===== src/rsp_pkg.sv =====
// Shared types, character codes and hex helper for the response framer.
// No dependencies; used by every module under src.
package rsp_pkg;

    localparam logic [7:0] CHAR_ACK   = 8'h2B;  // '+'
    localparam logic [7:0] CHAR_START = 8'h24;  // '$'
    localparam logic [7:0] CHAR_HASH  = 8'h23;  // '#'
    localparam logic [3:0] NIBBLE_MASK = 4'hF;

    // One buffered request from the input side.
    typedef struct packed {
        logic       cmd_end;   // 1 = end of packet
        logic [7:0] data;      // payload byte
    } item_t;

    // Character being emitted for the held request.
    typedef enum logic [7:0] {
        PH_IDLE  = 8'b0000_0001,
        PH_ACK   = 8'b0000_0010,
        PH_START = 8'b0000_0100,
        PH_HI    = 8'b0000_1000,
        PH_LO    = 8'b0001_0000,
        PH_HASH  = 8'b0010_0000,
        PH_SUMHI = 8'b0100_0000,
        PH_SUMLO = 8'b1000_0000
    } phase_t;

    // Uppercase ASCII hex digit.
    function automatic logic [7:0] hex_char(input logic [3:0] nib);
        logic [3:0] n;
        n = nib & NIBBLE_MASK;
        if (n < 4'd10)
            hex_char = 8'h30 + {4'd0, n};
        else
            hex_char = 8'h37 + {4'd0, n};
    endfunction

endpackage


===== src/rsp_in_reg.sv =====
// Input holding register for requests of the response framer.
// Depends on rsp_pkg (item_t).
module rsp_in_reg (
    input  logic          clk,
    input  logic          rst_n,
    input  logic          s_axis_tvalid,
    output logic          s_axis_tready,
    input  logic [7:0]    s_axis_tdata,    // [7:0] payload_byte
    input  logic          s_axis_tlast,    // cmd: 1 = end of packet
    output logic          item_valid,
    output rsp_pkg::item_t item,
    input  logic          item_pop
);

    logic           valid_reg;
    logic           valid_next;
    rsp_pkg::item_t item_reg;
    logic           take;

    // Refill in the same cycle the held request finishes.
    assign s_axis_tready = !valid_reg || item_pop;
    assign take          = s_axis_tvalid && s_axis_tready;

    always_comb
    begin
        valid_next = valid_reg;
        if (take)
            valid_next = 1'b1;
        else if (item_pop)
            valid_next = 1'b0;
    end

    always_ff @(posedge clk or negedge rst_n)
    begin
        if (!rst_n)
            valid_reg <= 1'b0;
        else
            valid_reg <= valid_next;
    end

    always_ff @(posedge clk)
    begin
        if (take)
        begin
            item_reg.cmd_end <= s_axis_tlast;
            item_reg.data    <= s_axis_tdata;
        end
    end

    assign item_valid = valid_reg;
    assign item       = item_reg;

endmodule


===== src/rsp_char_seq.sv =====
// Character sequencer: expands the held request into framed characters,
// keeps the packet state and checksum, drives the output register.
// Depends on rsp_pkg.
module rsp_char_seq (
    input  logic           clk,
    input  logic           rst_n,
    input  logic           item_valid,
    input  rsp_pkg::item_t item,
    output logic           item_pop,
    output logic           m_axis_tvalid,
    input  logic           m_axis_tready,
    output logic [7:0]     m_axis_tdata,   // [7:0] out_char
    output logic           m_axis_tlast    // frame_end
);

    rsp_pkg::phase_t phase_reg, phase_next;
    rsp_pkg::phase_t cur_phase, first_phase, after_phase;
    logic            in_packet_reg, in_packet_next;
    logic [7:0]      sum_reg, sum_next;
    logic            out_valid_reg, out_valid_next;
    logic [7:0]      out_char_reg;
    logic            out_end_reg;
    logic [7:0]      ch;
    logic            ch_end;
    logic            load;

    assign load = item_valid && (!out_valid_reg || m_axis_tready);

    always_comb
    begin
        if (!in_packet_reg)
            first_phase = rsp_pkg::PH_ACK;
        else if (item.cmd_end)
            first_phase = rsp_pkg::PH_HASH;
        else
            first_phase = rsp_pkg::PH_HI;

        cur_phase = (phase_reg == rsp_pkg::PH_IDLE) ? first_phase : phase_reg;

        ch             = rsp_pkg::CHAR_ACK;
        ch_end         = 1'b0;
        after_phase    = rsp_pkg::PH_IDLE;
        sum_next       = sum_reg;
        in_packet_next = in_packet_reg;

        case (cur_phase)
            rsp_pkg::PH_ACK:
            begin
                ch          = rsp_pkg::CHAR_ACK;
                after_phase = rsp_pkg::PH_START;
            end
            rsp_pkg::PH_START:
            begin
                ch             = rsp_pkg::CHAR_START;
                in_packet_next = 1'b1;
                after_phase    = item.cmd_end ? rsp_pkg::PH_HASH : rsp_pkg::PH_HI;
            end
            rsp_pkg::PH_HI:
            begin
                ch          = rsp_pkg::hex_char(item.data[7:4]);
                sum_next    = sum_reg + ch;
                after_phase = rsp_pkg::PH_LO;
            end
            rsp_pkg::PH_LO:
            begin
                ch          = rsp_pkg::hex_char(item.data[3:0]);
                sum_next    = sum_reg + ch;
                after_phase = rsp_pkg::PH_IDLE;
            end
            rsp_pkg::PH_HASH:
            begin
                ch          = rsp_pkg::CHAR_HASH;
                after_phase = rsp_pkg::PH_SUMHI;
            end
            rsp_pkg::PH_SUMHI:
            begin
                ch          = rsp_pkg::hex_char(sum_reg[7:4]);
                after_phase = rsp_pkg::PH_SUMLO;
            end
            rsp_pkg::PH_SUMLO:
            begin
                ch             = rsp_pkg::hex_char(sum_reg[3:0]);
                ch_end         = 1'b1;
                sum_next       = 8'd0;
                in_packet_next = 1'b0;
                after_phase    = rsp_pkg::PH_IDLE;
            end
            default:
            begin
                ch          = rsp_pkg::CHAR_ACK;
                after_phase = rsp_pkg::PH_IDLE;
            end
        endcase

        phase_next = load ? after_phase : phase_reg;
        item_pop   = load && (after_phase == rsp_pkg::PH_IDLE);

        out_valid_next = out_valid_reg;
        if (load)
            out_valid_next = 1'b1;
        else if (m_axis_tready)
            out_valid_next = 1'b0;
    end

    always_ff @(posedge clk or negedge rst_n)
    begin
        if (!rst_n)
        begin
            phase_reg     <= rsp_pkg::PH_IDLE;
            in_packet_reg <= 1'b0;
            sum_reg       <= 8'd0;
            out_valid_reg <= 1'b0;
        end
        else
        begin
            phase_reg     <= phase_next;
            out_valid_reg <= out_valid_next;
            if (load)
            begin
                in_packet_reg <= in_packet_next;
                sum_reg       <= sum_next;
            end
        end
    end

    always_ff @(posedge clk)
    begin
        if (load)
        begin
            out_char_reg <= ch;
            out_end_reg  <= ch_end;
        end
    end

    assign m_axis_tvalid = out_valid_reg;
    assign m_axis_tdata  = out_char_reg;
    assign m_axis_tlast  = out_end_reg;

endmodule


===== src/rsp_response_framer.sv =====
// Top level of the remote-protocol response framer.
// Depends on rsp_pkg, rsp_in_reg and rsp_char_seq.
//
// Input stream (s_axis_*): one request per payload byte; tdata is the
// byte, tlast high marks the end-of-packet request (tdata ignored then).
// Output stream (m_axis_*): one ASCII character per transfer; tlast is
// high on the last checksum digit of a packet.
// A packet's first request is preceded by "+$"; each byte becomes two
// uppercase hex digits; the end request adds '#' and the two-digit
// modulo-256 sum of the payload characters. An end request with no
// payload before it yields "+$#00".
// A request is held in the input register, and its characters go out
// through the output register, one per cycle while m_axis_tready is high.
// A payload byte yields two characters (four when it opens a packet) and
// an end request three (five for an empty packet).
// s_axis_tready rises again in the cycle the held request's last
// character is loaded, so requests flow without gaps.
// When m_axis_tready is low the output register holds its character and
// the sequencer and input register stall behind it; nothing is dropped.
// Reset clears the open-packet flag, the checksum and both valid flags.
module rsp_response_framer (
    input  logic       clk,
    input  logic       rst_n,
    input  logic       s_axis_tvalid,
    output logic       s_axis_tready,
    input  logic [7:0] s_axis_tdata,   // [7:0] payload_byte
    input  logic       s_axis_tlast,   // cmd: 1 = end of packet
    output logic       m_axis_tvalid,
    input  logic       m_axis_tready,
    output logic [7:0] m_axis_tdata,   // [7:0] out_char
    output logic       m_axis_tlast    // frame_end
);

    logic           item_valid;
    logic           item_pop;
    rsp_pkg::item_t item;

    rsp_in_reg u_in_reg (
        .clk           (clk),
        .rst_n         (rst_n),
        .s_axis_tvalid (s_axis_tvalid),
        .s_axis_tready (s_axis_tready),
        .s_axis_tdata  (s_axis_tdata),
        .s_axis_tlast  (s_axis_tlast),
        .item_valid    (item_valid),
        .item          (item),
        .item_pop      (item_pop)
    );

    rsp_char_seq u_char_seq (
        .clk           (clk),
        .rst_n         (rst_n),
        .item_valid    (item_valid),
        .item          (item),
        .item_pop      (item_pop),
        .m_axis_tvalid (m_axis_tvalid),
        .m_axis_tready (m_axis_tready),
        .m_axis_tdata  (m_axis_tdata),
        .m_axis_tlast  (m_axis_tlast)
    );

endmodule


===== config.mk =====
export PLATFORM = sky130hd
export DESIGN_NAME = rsp_response_framer
export DESIGN_NICKNAME = d
export VERILOG_FILES = /design/src/rsp_pkg.sv /design/src/rsp_in_reg.sv /design/src/rsp_char_seq.sv /design/src/rsp_response_framer.sv
export SDC_FILE = /design/constraint.sdc
export NUM_CORES = 1
export LEC_CHECK = 0
export ABC_AREA = 1
export BUFFER_PORTS_ARGS = -buffer_cell sky130_fd_sc_hd__buf_2
export CAP_MARGIN = 10
export CORE_UTILIZATION = 50
export DETAILED_ROUTE_END_ITERATION = 6
export HOLD_SLACK_MARGIN = 0.15
export PLACE_DENSITY_LB_ADDON = 0.08
export SLEW_MARGIN = 20
export SYNTH_ARGS = -nofsm -noshare
export SYNTH_HDL_FRONTEND = slang
export SYNTH_SLANG_ARGS = --single-unit
export TNS_END_PERCENT = 20

===== constraint.sdc =====
create_clock -name clk -period 3.8 [get_ports clk]
set_input_delay 0.57 -clock clk [delete_from_list [all_inputs] [get_ports clk]]
set_output_delay 0.57 -clock clk [all_outputs]
set_load 0.01 [all_outputs]

Word-level counts from Yosys, hierarchy flattened
Cells that the tools add are included.
{"block": "totals", "reg_bits": 37, "input_bits": 13, "out_inout_bits": 11, "word_cells": 63}
{"block": "classes", "addsub": 10, "n_lt_le_gt_ge": 4, "n_eq_ne": 9, "n_mux": 18, "n_reduce_logical": 13}
{"cell": "$add 6x4->7 const A", "n": 8}
{"cell": "$mux 8", "n": 7}
{"cell": "$pmux 8 s6", "n": 1}
{"cell": "$pmux 8 s5", "n": 1}
{"cell": "$pmux 8 s3", "n": 1}
{"cell": "$add 8x8->8", "n": 2}
{"cell": "$eq 8x1->1 const B", "n": 2}
{"cell": "$lt 4x4->1 const B", "n": 4}
{"cell": "$mux 6", "n": 2}
{"cell": "$eq 8x2->1 const B", "n": 1}
{"cell": "$eq 8x3->1 const B", "n": 1}
{"cell": "$eq 8x4->1 const B", "n": 1}
{"cell": "$eq 8x5->1 const B", "n": 1}
{"cell": "$eq 8x6->1 const B", "n": 1}
{"cell": "$eq 8x7->1 const B", "n": 1}
{"cell": "$eq 8x8->1 const B", "n": 1}
{"cell": "$reduce_bool 2->1", "n": 3}
{"cell": "$mux 1", "n": 5}
{"cell": "$reduce_and 2->1", "n": 2}
{"cell": "$logic_and 1x1->1", "n": 3}
{"cell": "$reduce_bool 3->1", "n": 1}
{"cell": "$logic_not 1->1", "n": 2}
{"cell": "$logic_or 1x1->1", "n": 2}
{"cell": "$pmux 1 s2", "n": 1}

Logic depth before layout (Yosys ltp)
{"block": "logic_depth", "word_depth": 10, "mapped_depth": 20, "ltp_nobuf": 20}

Modules after synthesis
Synthesis repeated with hierarchy kept, for this count alone.
{"block": "hier_totals", "hier_cells": 321, "hier_area_um2": 2437.3}
{"mod": "rsp_char_seq", "n_inst": 1, "cells_each": 306, "area_each_um2": 2122.0, "seq_area_each_um2": 666.9}
{"mod": "rsp_in_reg", "n_inst": 1, "cells_each": 15, "area_each_um2": 315.3, "seq_area_each_um2": 295.3}

Worst setup path after synthesis
Ideal clock, no wire load.
{"block": "synth_timing", "path_kind": "flip-flop to flip-flop", "start": "register u_char_seq.phase_reg[0]", "end": "register u_char_seq.sum_reg[4]", "setup_time_ns": 0.074, "arrival_time_ns": 2.608, "required_time_ns": 3.726, "slack_ns": 1.118, "stages_incl_launch_ff": 16, "n_path_buf": 0, "synth_period_minus_slack_ns": 2.682, "cell_sequence": "dfstp_2 nand3_1 nor2_1 nand2_2 nand2_2 nor2_8 nand2_4 inv_2 o21ai_0 ha_1 inv_1 fa_1 o31ai_1 or2_2 nand3_1 o21ai_2"}
{"block": "synth_via", "elab_chain_cells": 5, "word_cells_on_any_way": 8, "classes_between": "eq/ne (4); mux (2); reduce/logical (2)"}
{"element": "start: declaration", "line": "rsp_char_seq.sv:16", "source": "rsp_pkg::phase_t phase_reg, phase_next;"}
{"element": "start signal: assignment", "line": "rsp_char_seq.sv:109", "source": "phase_reg <= rsp_pkg::PH_IDLE;"}
{"element": "start signal: assignment", "line": "rsp_char_seq.sv:116", "source": "phase_reg <= phase_next;"}
{"element": "$eq 8x1->1", "line": "rsp_char_seq.sv:38", "source": "cur_phase = (phase_reg == rsp_pkg::PH_IDLE) ? first_phase : phase_reg;"}
{"element": "$mux 8 *", "line": "rsp_char_seq.sv:38"}
{"element": "$eq 8x4->1, or another cell as far along", "line": "rsp_char_seq.sv:46", "source": "case (cur_phase)"}
{"element": "$reduce_bool 3->1 (no source line)"}
{"element": "$reduce_and 2->1 (no source line)"}
{"element": "end signal: assignment", "line": "rsp_char_seq.sv:121", "source": "sum_reg <= sum_next;"}
{"element": "end: declaration", "line": "rsp_char_seq.sv:19", "source": "logic [7:0] sum_reg, sum_next;"}
Mark *: on every way between the ends. The rest lies on a longest branch, timed or not.
A chain may end at the register's enable or synchronous reset.

Worst setup path after layout
Same ends and word-level chain as after synthesis.

==> results.json <==
{
  "status": "complete, but fails checks",
  "violations": "DRC",
  "die_w_um": 71.35,
  "required_ns": 4.03,
  "clock_skew_ns": 0.007402,
  "post_cts.repair.setup_buffers": 0,
  "clock_path_buffers": 2,
  "synth_top_area_cell": "edfxtp_1",
  "crit_path_start": "u_char_seq.phase_reg[0]",
  "n_antenna_cell": 0,
  "drc": 2,
  "synth-seq-cells": 35,
  "antenna_found_initial": 0,
  "insertion_delay_ns": 0.29,
  "hold_violations": 0,
  "crit_path_end_kind": "flip-flop",
  "rsz0062_at_grt": "no",
  "via_count": 2080,
  "track_usage_pct": 23.52,
  "fin_crit_ns": 2.998,
  "via_per_inst": 5.375,
  "regArea_um2": 962.2,
  "synth_common_cells": "nand2_1, inv_1, nor2_1",
  "area_delta_synth_final_pct": 11.29,
  "h-tree-depth": 2,
  "final_max_slew_viol_count": 0,
  "crit_slowest_cell": "dfstp_2",
  "drtAntennaViolNets": 0,
  "setup_viol": 0,
  "powerDensity_nw_per_um2": 968.0,
  "avgSynthCellArea_um2": 7.808,
  "placementRows": 24,
  "seq_area_frac_synth_pct": 40.01,
  "worst_pin_slew_ns": 0.8133,
  "clock_sinks": 35,
  "synth_top_area_share_pct": 21.23,
  "synth_area_leaders": "edfxtp_1, dfrtp_1, nand2_1",
  "fmax_mhz": 333.5,
  "drtIter0Drc": 222,
  "worstPathMaxFanout": 9,
  "worstRegToRegCells": 15,
  "cts_resized": 0,
  "tns_ns": 0,
  "netlist_area_um2": 2405,
  "pin_count": 24,
  "start_util_pct": 53.75,
  "synth_edf_count": 17,
  "slew_headroom_pct": 45.78,
  "crit_chain": "nand3_1 > nor2_1 > nand2_2 > nand2_2 > nor2_8 > nand2_4 > inv_2 > o21ai_0 > ha_1 > inv_1 > fa_1 > o31ai_1 > or2_2 > nand3_1 > o21ai_2",
  "path_clk_slew_ns": 0.08,
  "drive_above_1_share_pct": 20.30,
  "grt_overflow": 0,
  "power.leakage_uw": 0.001402,
  "async_reset_ff_share_pct": 51.43,
  "nets": 359,
  "arrival_ns": 3.22,
  "grt_pass1_vias": 1985,
  "hpwl_mm": 3.982,
  "largest_register_ff_count": 9,
  "die_h_um": 71.35,
  "cts_tree": "yes",
  "routedWlPerCell_um": 13.26,
  "dieArea_um2": 5091,
  "rr_endpoint": "u_char_seq.sum_reg[4]",
  "endpoint": "u_char_seq.sum_reg[4]",
  "startpoint_type": "flip-flop",
  "synth.net_count": 333,
  "hold_class": "in -> async",
  "multi_input_area_um2": 1227,
  "ys.flop_type": "edfxtp_1",
  "slowest_delay_ns": 0.56,
  "synth_cell_types": 35,
  "synth_warnings": 0,
  "gp_congestion": 0.9622,
  "r2r-start": "u_char_seq.phase_reg[0]",
  "synthCells": 308,
  "yosysMostFrequentCell": "nand2_1",
  "io_buffers": 22,
  "cts-root-buf": "clkbuf_8",
  "core_um2": 4474,
  "maxCapViolCount": 0,
  "postCtsHoldBufs": 0,
  "critPathKind": "reg -> reg",
  "grt_max_degree": 19,
  "cts_buffers": 5,
  "ir_drop_uv": 449.4,
  "wl_mm": 5.133,
  "fill_cells": 406,
  "r2r_slack_ns": 0.80,
  "hold-worst-slack_ns": 0.2089,
  "post-route-period-util_pct": 78.91,
  "dr.pass1.iters": 7,
  "grt_pass1_wl_mm": 9.142
}
per-layer routing:
layer / part of all wire [%] / global-route usage (%)
met1: 48 / 33.06
met2: 44 / 35.77
met3: 7.0 / 4.641
met4: 1.8 / 9.556
met5: 0 / 0
critical path: cells and delay by family (launching register included):
| family | cells | cell delay [ns] |
|---|---|---|
| AO/OA/AOI/OAI | 3 | 0.63 |
| adder cells (fa/ha/maj) | 2 | 0.62 |
| buffers and inverters | 2 | 0.13 |
| flip-flops | 1 | 0.56 |
| AND/OR/NAND/NOR | 8 | 0.98 |
through the flow:
step / utilization [%] / worst slack, ns / area (µm²) / total power [µW] / std cells
final: 59.82 / 0.8016 / 2676 / 2591 / 387
after global routing: 59.82 / 0.4769 / 2676 / 2856 / 387
after CTS: 59.82 / 0.8021 / 2676 / 2595 / 387
after detailed placement: 57.21 / 0.8271 / 2560 / 2236 / 379
after global placement: 57.21 / 0.8143 / 2560 / 2224 / 379
after floorplan: - / 1.118 / 2405 / 1907 / 308
cell usage in the layout, fill, tap and decap left out, types with 7 or more instances in the layout:
cell type,netlist,routed
nand2_1,79,79
inv_1,46,46
nor2_1,22,22
buf_2,1,22
nand3_1,19,19
dfrtp_1,17,17
edfxtp_1,17,17
a21oi_1,15,15
o21ai_0,14,14
ha_1,11,11
nand2_2,8,8
o21ai_2,8,8
nand4_1,7,7
logic make-up after synthesis:
group / count (synthesis) / synth area share (%)
buf+inv: 54 / 8.949
fa+ha+maj: 12 / 6.556
flops: 35 / 40.01
compound gates: 49 / 12.38
simple gates: 153 / 30.49
xor+xnor: 4 / 1.457
other cells: 1 / 0.1559
power by group:
group	internal, µW	switching [µW]
Combinational	544	1010
Sequential	593	102
Clock	199	147
Total	1340	1260
layout make-up:
class                           count  share of cell area, %
Multi-Input combinational cell    219                  45.86
Sequential cell                    35                  35.95
Inverter                           50                  7.013
Timing Repair Buffer               23                  4.395
Clock buffer                        5                  2.571
Tap cell                           52                  2.431
Clock inverter                      3                  1.777
how the worst min path moves through the flow:
stage | startpoint | end | slack (ns)
after floorplan | rst_n | u_char_seq.in_packet_reg | 0.27
after global placement | u_char_seq.phase_reg[0] | u_char_seq.phase_reg[0] | 0.48
after detailed placement | u_char_seq.phase_reg[0] | u_char_seq.phase_reg[0] | 0.48
after CTS | rst_n | u_char_seq.phase_reg[7] | 0.24
after global routing | rst_n | u_char_seq.phase_reg[6] | 0.26
final | rst_n | u_char_seq.phase_reg[6] | 0.21
Power figures use the tool's default switching activity.
